<file path="config.mk">
export PLATFORM = sky130hd
export DESIGN_NAME = ame_ctrl
export DESIGN_NICKNAME = d
export VERILOG_FILES = /design/src/hdl/assert_macros.svh /design/src/hdl/ame_pkg.sv /design/src/hdl/ame_ctrl.sv
export SDC_FILE = /design/constraint.sdc
export NUM_CORES = 1
export LEC_CHECK = 0
export ABC_AREA = 1
export BUFFER_PORTS_ARGS = -buffer_cell sky130_fd_sc_hd__buf_2
export CORE_AREA = 2 2 49 70
export CTS_CLUSTER_SIZE = 8
export DETAILED_ROUTE_END_ITERATION = 16
export DIE_AREA = 0 0 51 72
export PLACE_DENSITY_LB_ADDON = 0.3
export SYNTH_ARGS = -nofsm -noshare
export SYNTH_HDL_FRONTEND = slang
export SYNTH_SLANG_ARGS = --single-unit
</file>
<file path="constraint.sdc">
create_clock -name clk -period 3.3 [get_ports clk]
set_input_delay 0.495 -clock clk [delete_from_list [all_inputs] [get_ports clk]]
set_output_delay 0.495 -clock clk [all_outputs]
set_load 0.05 [all_outputs]
</file>
<file path="src/hdl/assert_macros.svh">
// Assertion helpers shared by the RTL files of the motion estimator.
`ifndef ASSERT_MACROS_SVH
`define ASSERT_MACROS_SVH
`ifndef SYNTHESIS
`define AME_ASSERT(lbl, prop, msg) \
    lbl: assert property (@(posedge clk) disable iff (!rst_n) prop) else $error(msg);
`define AME_ASSERT_ALWAYS(lbl, prop, msg) \
    lbl: assert property (@(posedge clk) prop) else $error(msg);
`else
`define AME_ASSERT(lbl, prop, msg)
`define AME_ASSERT_ALWAYS(lbl, prop, msg)
`endif
`endif

</file>
<file path="src/hdl/ame_pkg.sv">
`default_nettype none
package ame_pkg;

    localparam int SETTLE_COUNT_DEF = 64;

    localparam logic [16:0] ONE_Q16 = 17'd65536;
    localparam logic [47:0] MS_MAX  = 48'hFFFF_FFFF_FFFF;

    localparam logic [16:0] GRAVITY_RATE_RST    = 17'd206;
    localparam logic [16:0] ACTIVITY_RATE_RST   = 17'd328;
    localparam logic [16:0] LEAK_RATE_RST       = 17'd131;
    localparam logic [19:0] STILL_THRESHOLD_RST = 20'd1311;
    localparam logic [23:0] SAMPLE_PERIOD_RST   = 24'd16777;
    localparam logic [63:0] AXIS_CAL_RST        = 64'd2305843387170816;

    typedef enum logic [2:0] {
        REG_GRAVITY_RATE,
        REG_ACTIVITY_RATE,
        REG_LEAK_RATE,
        REG_STILL_THRESHOLD,
        REG_SAMPLE_PERIOD,
        REG_AXIS_X_CAL,
        REG_AXIS_Y_CAL,
        REG_AXIS_Z_CAL
    } cfg_idx_t;

    typedef struct packed {
        logic [16:0]      gravity_rate;
        logic [16:0]      activity_rate;
        logic [16:0]      leak_rate;
        logic [19:0]      still_threshold;
        logic [23:0]      sample_period;
        logic [2:0][63:0] axis_cal;
    } cfg_t;

    // Datapath micro-operations. Multiplying operations load the product
    // register; their result is folded into the state in the next cycle.
    typedef enum logic [4:0] {
        OP_NONE,
        OP_DIRECT,
        OP_RAWG,
        OP_BIASG,
        OP_GOLD,
        OP_GNEW,
        OP_DIFF,
        OP_DSQ,
        OP_MSLO,
        OP_MSHI,
        OP_MGLO,
        OP_MGHI,
        OP_SQ1,
        OP_VINT,
        OP_VLEAK,
        OP_VSQ,
        OP_SQ2
    } mop_t;

    typedef struct packed {
        mop_t       op;
        logic [1:0] axis;
    } uop_t;

    typedef enum logic [1:0] {
        ST_IDLE,
        ST_RUN,
        ST_WAIT,
        ST_FINISH
    } state_t;

    typedef struct packed {
        uop_t uop;
        logic capture;
        logic load_out;
    } dp_cmd_t;

    typedef struct packed {
        logic sq_done;
    } dp_status_t;

endpackage
`default_nettype wire

</file>
<file path="src/hdl/ame_ctrl.sv">
`default_nettype none
module ame_ctrl (
    input  wire logic                clk,
    input  wire logic                rst_n,
    input  wire logic                s_valid,
    input  wire logic                s_action,
    output logic                     s_ready,
    output logic                     m_valid,
    input  wire logic                m_ready,
    output ame_pkg::dp_cmd_t         cmd,
    input  wire ame_pkg::dp_status_t status
);

    localparam int PROG_LEN = 35;
    localparam int PC_W     = $clog2(PROG_LEN);

    localparam logic [PC_W-1:0] PC_DIRECT = PC_W'(0);
    localparam logic [PC_W-1:0] PC_SKIP   = PC_W'(1);
    localparam logic [PC_W-1:0] PC_RAW    = PC_W'(2);
    localparam logic [PC_W-1:0] PC_COMMON = PC_W'(17);
    localparam logic [PC_W-1:0] PC_SQ1    = PC_W'(24);
    localparam logic [PC_W-1:0] PC_SQ2    = PC_W'(34);

    // Operation sequence. Gaps are placed so that no operation reads a
    // value that the operation just before it is still writing back.
    function automatic ame_pkg::uop_t uprog(input logic [PC_W-1:0] pc);
        ame_pkg::uop_t u;
        u.axis = 2'd0;
        case (pc)
            6'd0:    u.op = ame_pkg::OP_DIRECT;
            6'd2:    u.op = ame_pkg::OP_RAWG;
            6'd3:    u.op = ame_pkg::OP_BIASG;
            6'd4:    u.op = ame_pkg::OP_GOLD;
            6'd5:    u.op = ame_pkg::OP_GNEW;
            6'd6:    u.op = ame_pkg::OP_DIFF;
            6'd7:    begin u.op = ame_pkg::OP_RAWG;  u.axis = 2'd1; end
            6'd8:    begin u.op = ame_pkg::OP_BIASG; u.axis = 2'd1; end
            6'd9:    begin u.op = ame_pkg::OP_GOLD;  u.axis = 2'd1; end
            6'd10:   begin u.op = ame_pkg::OP_GNEW;  u.axis = 2'd1; end
            6'd11:   begin u.op = ame_pkg::OP_DIFF;  u.axis = 2'd1; end
            6'd12:   begin u.op = ame_pkg::OP_RAWG;  u.axis = 2'd2; end
            6'd13:   begin u.op = ame_pkg::OP_BIASG; u.axis = 2'd2; end
            6'd14:   begin u.op = ame_pkg::OP_GOLD;  u.axis = 2'd2; end
            6'd15:   begin u.op = ame_pkg::OP_GNEW;  u.axis = 2'd2; end
            6'd16:   begin u.op = ame_pkg::OP_DIFF;  u.axis = 2'd2; end
            6'd17:   u.op = ame_pkg::OP_DSQ;
            6'd18:   begin u.op = ame_pkg::OP_DSQ;   u.axis = 2'd1; end
            6'd19:   begin u.op = ame_pkg::OP_DSQ;   u.axis = 2'd2; end
            6'd20:   u.op = ame_pkg::OP_MSLO;
            6'd21:   u.op = ame_pkg::OP_MSHI;
            6'd22:   u.op = ame_pkg::OP_MGLO;
            6'd23:   u.op = ame_pkg::OP_MGHI;
            6'd24:   u.op = ame_pkg::OP_SQ1;
            6'd25:   u.op = ame_pkg::OP_VINT;
            6'd26:   begin u.op = ame_pkg::OP_VINT;  u.axis = 2'd1; end
            6'd27:   begin u.op = ame_pkg::OP_VINT;  u.axis = 2'd2; end
            6'd28:   u.op = ame_pkg::OP_VLEAK;
            6'd29:   begin u.op = ame_pkg::OP_VLEAK; u.axis = 2'd1; end
            6'd30:   begin u.op = ame_pkg::OP_VLEAK; u.axis = 2'd2; end
            6'd31:   u.op = ame_pkg::OP_VSQ;
            6'd32:   begin u.op = ame_pkg::OP_VSQ;   u.axis = 2'd1; end
            6'd33:   begin u.op = ame_pkg::OP_VSQ;   u.axis = 2'd2; end
            6'd34:   u.op = ame_pkg::OP_SQ2;
            default: u.op = ame_pkg::OP_NONE;
        endcase
        return u;
    endfunction

    ame_pkg::state_t state_reg, state_next;
    logic [PC_W-1:0] pc_reg, pc_next;
    logic            out_valid_reg, out_valid_next;
    logic            slot_free;

    assign slot_free = !out_valid_reg || m_ready;

    always_comb
    begin
        state_next     = state_reg;
        pc_next        = pc_reg;
        out_valid_next = out_valid_reg;
        if (m_ready)
            out_valid_next = 1'b0;
        case (state_reg)
            ame_pkg::ST_IDLE:
            begin
                if (s_valid)
                begin
                    state_next = ame_pkg::ST_RUN;
                    pc_next    = s_action ? PC_DIRECT : PC_RAW;
                end
            end
            ame_pkg::ST_RUN:
            begin
                if (pc_reg == PC_SQ1 || pc_reg == PC_SQ2)
                    state_next = ame_pkg::ST_WAIT;
                else if (pc_reg == PC_SKIP)
                    pc_next = PC_COMMON;
                else
                    pc_next = pc_reg + PC_W'(1);
            end
            ame_pkg::ST_WAIT:
            begin
                if (status.sq_done)
                begin
                    pc_next    = pc_reg + PC_W'(1);
                    state_next = (pc_reg == PC_SQ2) ? ame_pkg::ST_FINISH : ame_pkg::ST_RUN;
                end
            end
            ame_pkg::ST_FINISH:
            begin
                if (slot_free)
                begin
                    state_next     = ame_pkg::ST_IDLE;
                    out_valid_next = 1'b1;
                end
            end
            default:
                state_next = ame_pkg::ST_IDLE;
        endcase
    end

    always_comb
    begin
        cmd          = '0;
        cmd.uop.op   = ame_pkg::OP_NONE;
        cmd.capture  = (state_reg == ame_pkg::ST_IDLE) && s_valid;
        cmd.load_out = (state_reg == ame_pkg::ST_FINISH) && slot_free;
        if (state_reg == ame_pkg::ST_RUN)
            cmd.uop = uprog(pc_reg);
        s_ready = (state_reg == ame_pkg::ST_IDLE);
        m_valid = out_valid_reg;
    end

    always_ff @(posedge clk or negedge rst_n)
    begin
        if (!rst_n)
        begin
            state_reg     <= ame_pkg::ST_IDLE;
            pc_reg        <= '0;
            out_valid_reg <= 1'b0;
        end
        else
        begin
            state_reg     <= state_next;
            pc_reg        <= pc_next;
            out_valid_reg <= out_valid_next;
        end
    end

endmodule
`default_nettype wire

</file>
==> reports/summary.txt <==
EDFF count, synth - 0
Final nets - 235
WL final - 3020 um
DPL Wire Length - 2470 um
Multi-input gate area - 817 um2
Max Root-Sink Buffers - 2
Post-Syn Instances - 203
Drt wl/cell - 11.6 um
Final Util - 0.438
DRC Markers - 0
Maximum VDD drop - 0.544 mV
Share of layout cells above drive strength 1 - 0.150
Worst path most repeated cell - nor2_1
Synth warn - 0
Starting Density - 0.388
Clock-pin slew on the worst setup and hold paths - 40 ps
Net Sw Frac - 0.573
Final-report max-slew violation count - 0
Layout area overhead - 12.8%
Die Ht - 72 um
Synthesized Nets - 217
Initial antenna violation count - 0
Post-layout min period - 2520 ps
CTS tree - built
Post-CTS setup buffer count - 0
Core area - 3030 um2
Combinational Power Share - 0.677
CP endpoint kind - primary output
Register area - 225 um2
Largest net degree at the start of global routing - 14
Clock Root Buffer - clkbuf_8
CP peak stage delay - 570 ps
Main synth FF type - dfrtp_1
Reg2Reg Setup Slack - 1410 ps
Power Total - 938 uW
Sequential power share - 0.189
Setup Skew - 1.33 ps
Die area - 3670 um2
P_int - 401 uW
RSZ-0062 raised after global routing - no
Starting DRC count in detailed routing - 24
Top Ports - 17
CTS buffer count - 3
Cell Area, Synth - 1180 um2
Critical path fanouts, max - 12
Grt ovf - 0
WHS - 110 ps
Dominant cell type by area after synthesis - nand2_1
Crit start category - register
Global-route wire length before repair - 5330 um
Final GP Congestion - 0.924
Vias in the first global route - 1282
Setup TNS - 0 ps
Setup violators final - 0
Switch Pwr - 537 uW
Data arrival, critical path - 2030 ps
Status - completed
Max FFs per register - 6
# diodes - 0
Crit-path cells - inv_1, nor2_1, nand2_1, nand3_1, o21ai_0, nand2_1, nor2_1, nor2_1, buf_2
Worst-Skew Late Latency - 230 ps
Final period util - 0.765
CP max-delay cell - dfrtp_1
1st-pass router iterations - 4
Worst EP required - 2800 ps
Post-DR vias/cell - 4.95
Normalized max-slew margin - 0.653
Seq/Total Area, Yosys - 0.191
Async set or reset register ratio after synthesis - 1.00
Tot GR Track Use - 0.185
Cell Count, Final, Fillers Out - 259
Final hold vios - 0
Max Clk Rate - 0.396 GHz
Hold Path Class - input pin to async pin
Rows - 24
Yosys top cell area share - 0.198
Worst Tran Pin Value - 520 ps
Max Cap Viol - 0
Syn_area_per_cell - 5.80 um2
H-tree levels - 1
CP Class - register to primary output
Cell variety after synth - 26
Power per cell area - 706 nW/um2
Via Count - 1283
Count leader, synth - nand2_1
Post-CTS Hold Buffers - 0
CTS sink cnt - 9
Dpl cells - 255
Lkg Pwr - 0.765 nW
Layout fillers - 338
Port Buf Inserts - 16
Synthesized flop and latch total - 9
Leading post-synthesis cells by cell area - nand2_1 20%, dfrtp_1 19%, nand3_1 12%
Final ANT Viol Nets - 0
Clock power frac - 0.134
Synth top cells by count - 62 x nand2_1, 28 x nand3_1, 27 x inv_1, 27 x nor2_1, 9 x dfrtp_1
Die width - 51 um
Post-CTS sizing - 0
==> metrics by stage <==
step           worst slack, ps  cell area [um2]
3_3_place_gp              1010             1280
5_1_grt                    546             1330
2_1_floorplan              870             1180
4_1_cts                    777             1330
3_5_place_dp              1020             1280
6_report                   776             1330
==> final timing paths <==
path / startpoint / endpoint / cells past startpoint
min: rst_n / pc_reg[5] / 1
max: pc_reg[3] / cmd[4] / 9
max reg2reg: state_reg[1] / pc_reg[0] / 8
min in group clk: m_valid / m_valid / 2
max in group asynchronous: rst_n / pc_reg[2] / 1
min reg2reg: m_valid / m_valid / 2
==> placed cells by master (no fill, tap or decap), drive strengths merged <==
master	netlist	final
nand2	64	64
nor2	32	32
nand3	31	31
inv	29	29
buf	3	16
o21ai	11	11
dfrtp	9	9
ha	8	8
a21oi	7	7
clkbuf	0	4
nand3b	2	2
o211ai	2	2
nand4	1	1
a31oi	1	1
nor3	1	1
o22ai	1	1
xor2	1	1
==> cell families (layout without fill, tap and decap cells) <==
group,Yosys count,after routing,share of synthesized area
AOI/OAI and AO/OA,22,22,0.114
xor gates and xnor gates,1,1,0.00744
adders and majority gates,8,8,0.0850
buffers and inverters,32,49,0.115
DFF,9,9,0.191
and+or+nand+nor,131,131,0.488
==> power groups by stage <==
stage               Clock (mW)  Sequential (mW)  Combinational (mW)
finish                   0.125            0.177               0.635
global route             0.135            0.182               0.709
detailed placement           0            0.178               0.639
global placement             0            0.179               0.641
floorplan                    0            0.190               0.494
CTS                      0.129            0.177               0.639
==> area by class of cell <==
cell class / count / area share
repair buffers: 16 / 0.0603
multi-input cells: 162 / 0.615
flip-flops and latches: 9 / 0.170
well taps: 39 / 0.0368
clock buffers: 4 / 0.0339
inverters: 29 / 0.0839
==> worst max-delay path: cells and delay by family (launching register included) <==
kind / cells / cell delay (ps)
AND/OR/NAND/NOR: 6 / 640
flip-flops: 1 / 570
buffers and inverters: 2 / 480
AO/OA/AOI/OAI: 1 / 110
==> routing by layer <==
layer | vias up | share of wire | track usage
met5 | - | 0 | 0
met4 | 0 | 0.038 | 0.108
met3 | 14 | 0.025 | 0.0123
met2 | 30 | 0.52 | 0.336
met1 | 559 | 0.42 | 0.207
li1 | 680 | - | -
Power figures use the tool's default switching activity.
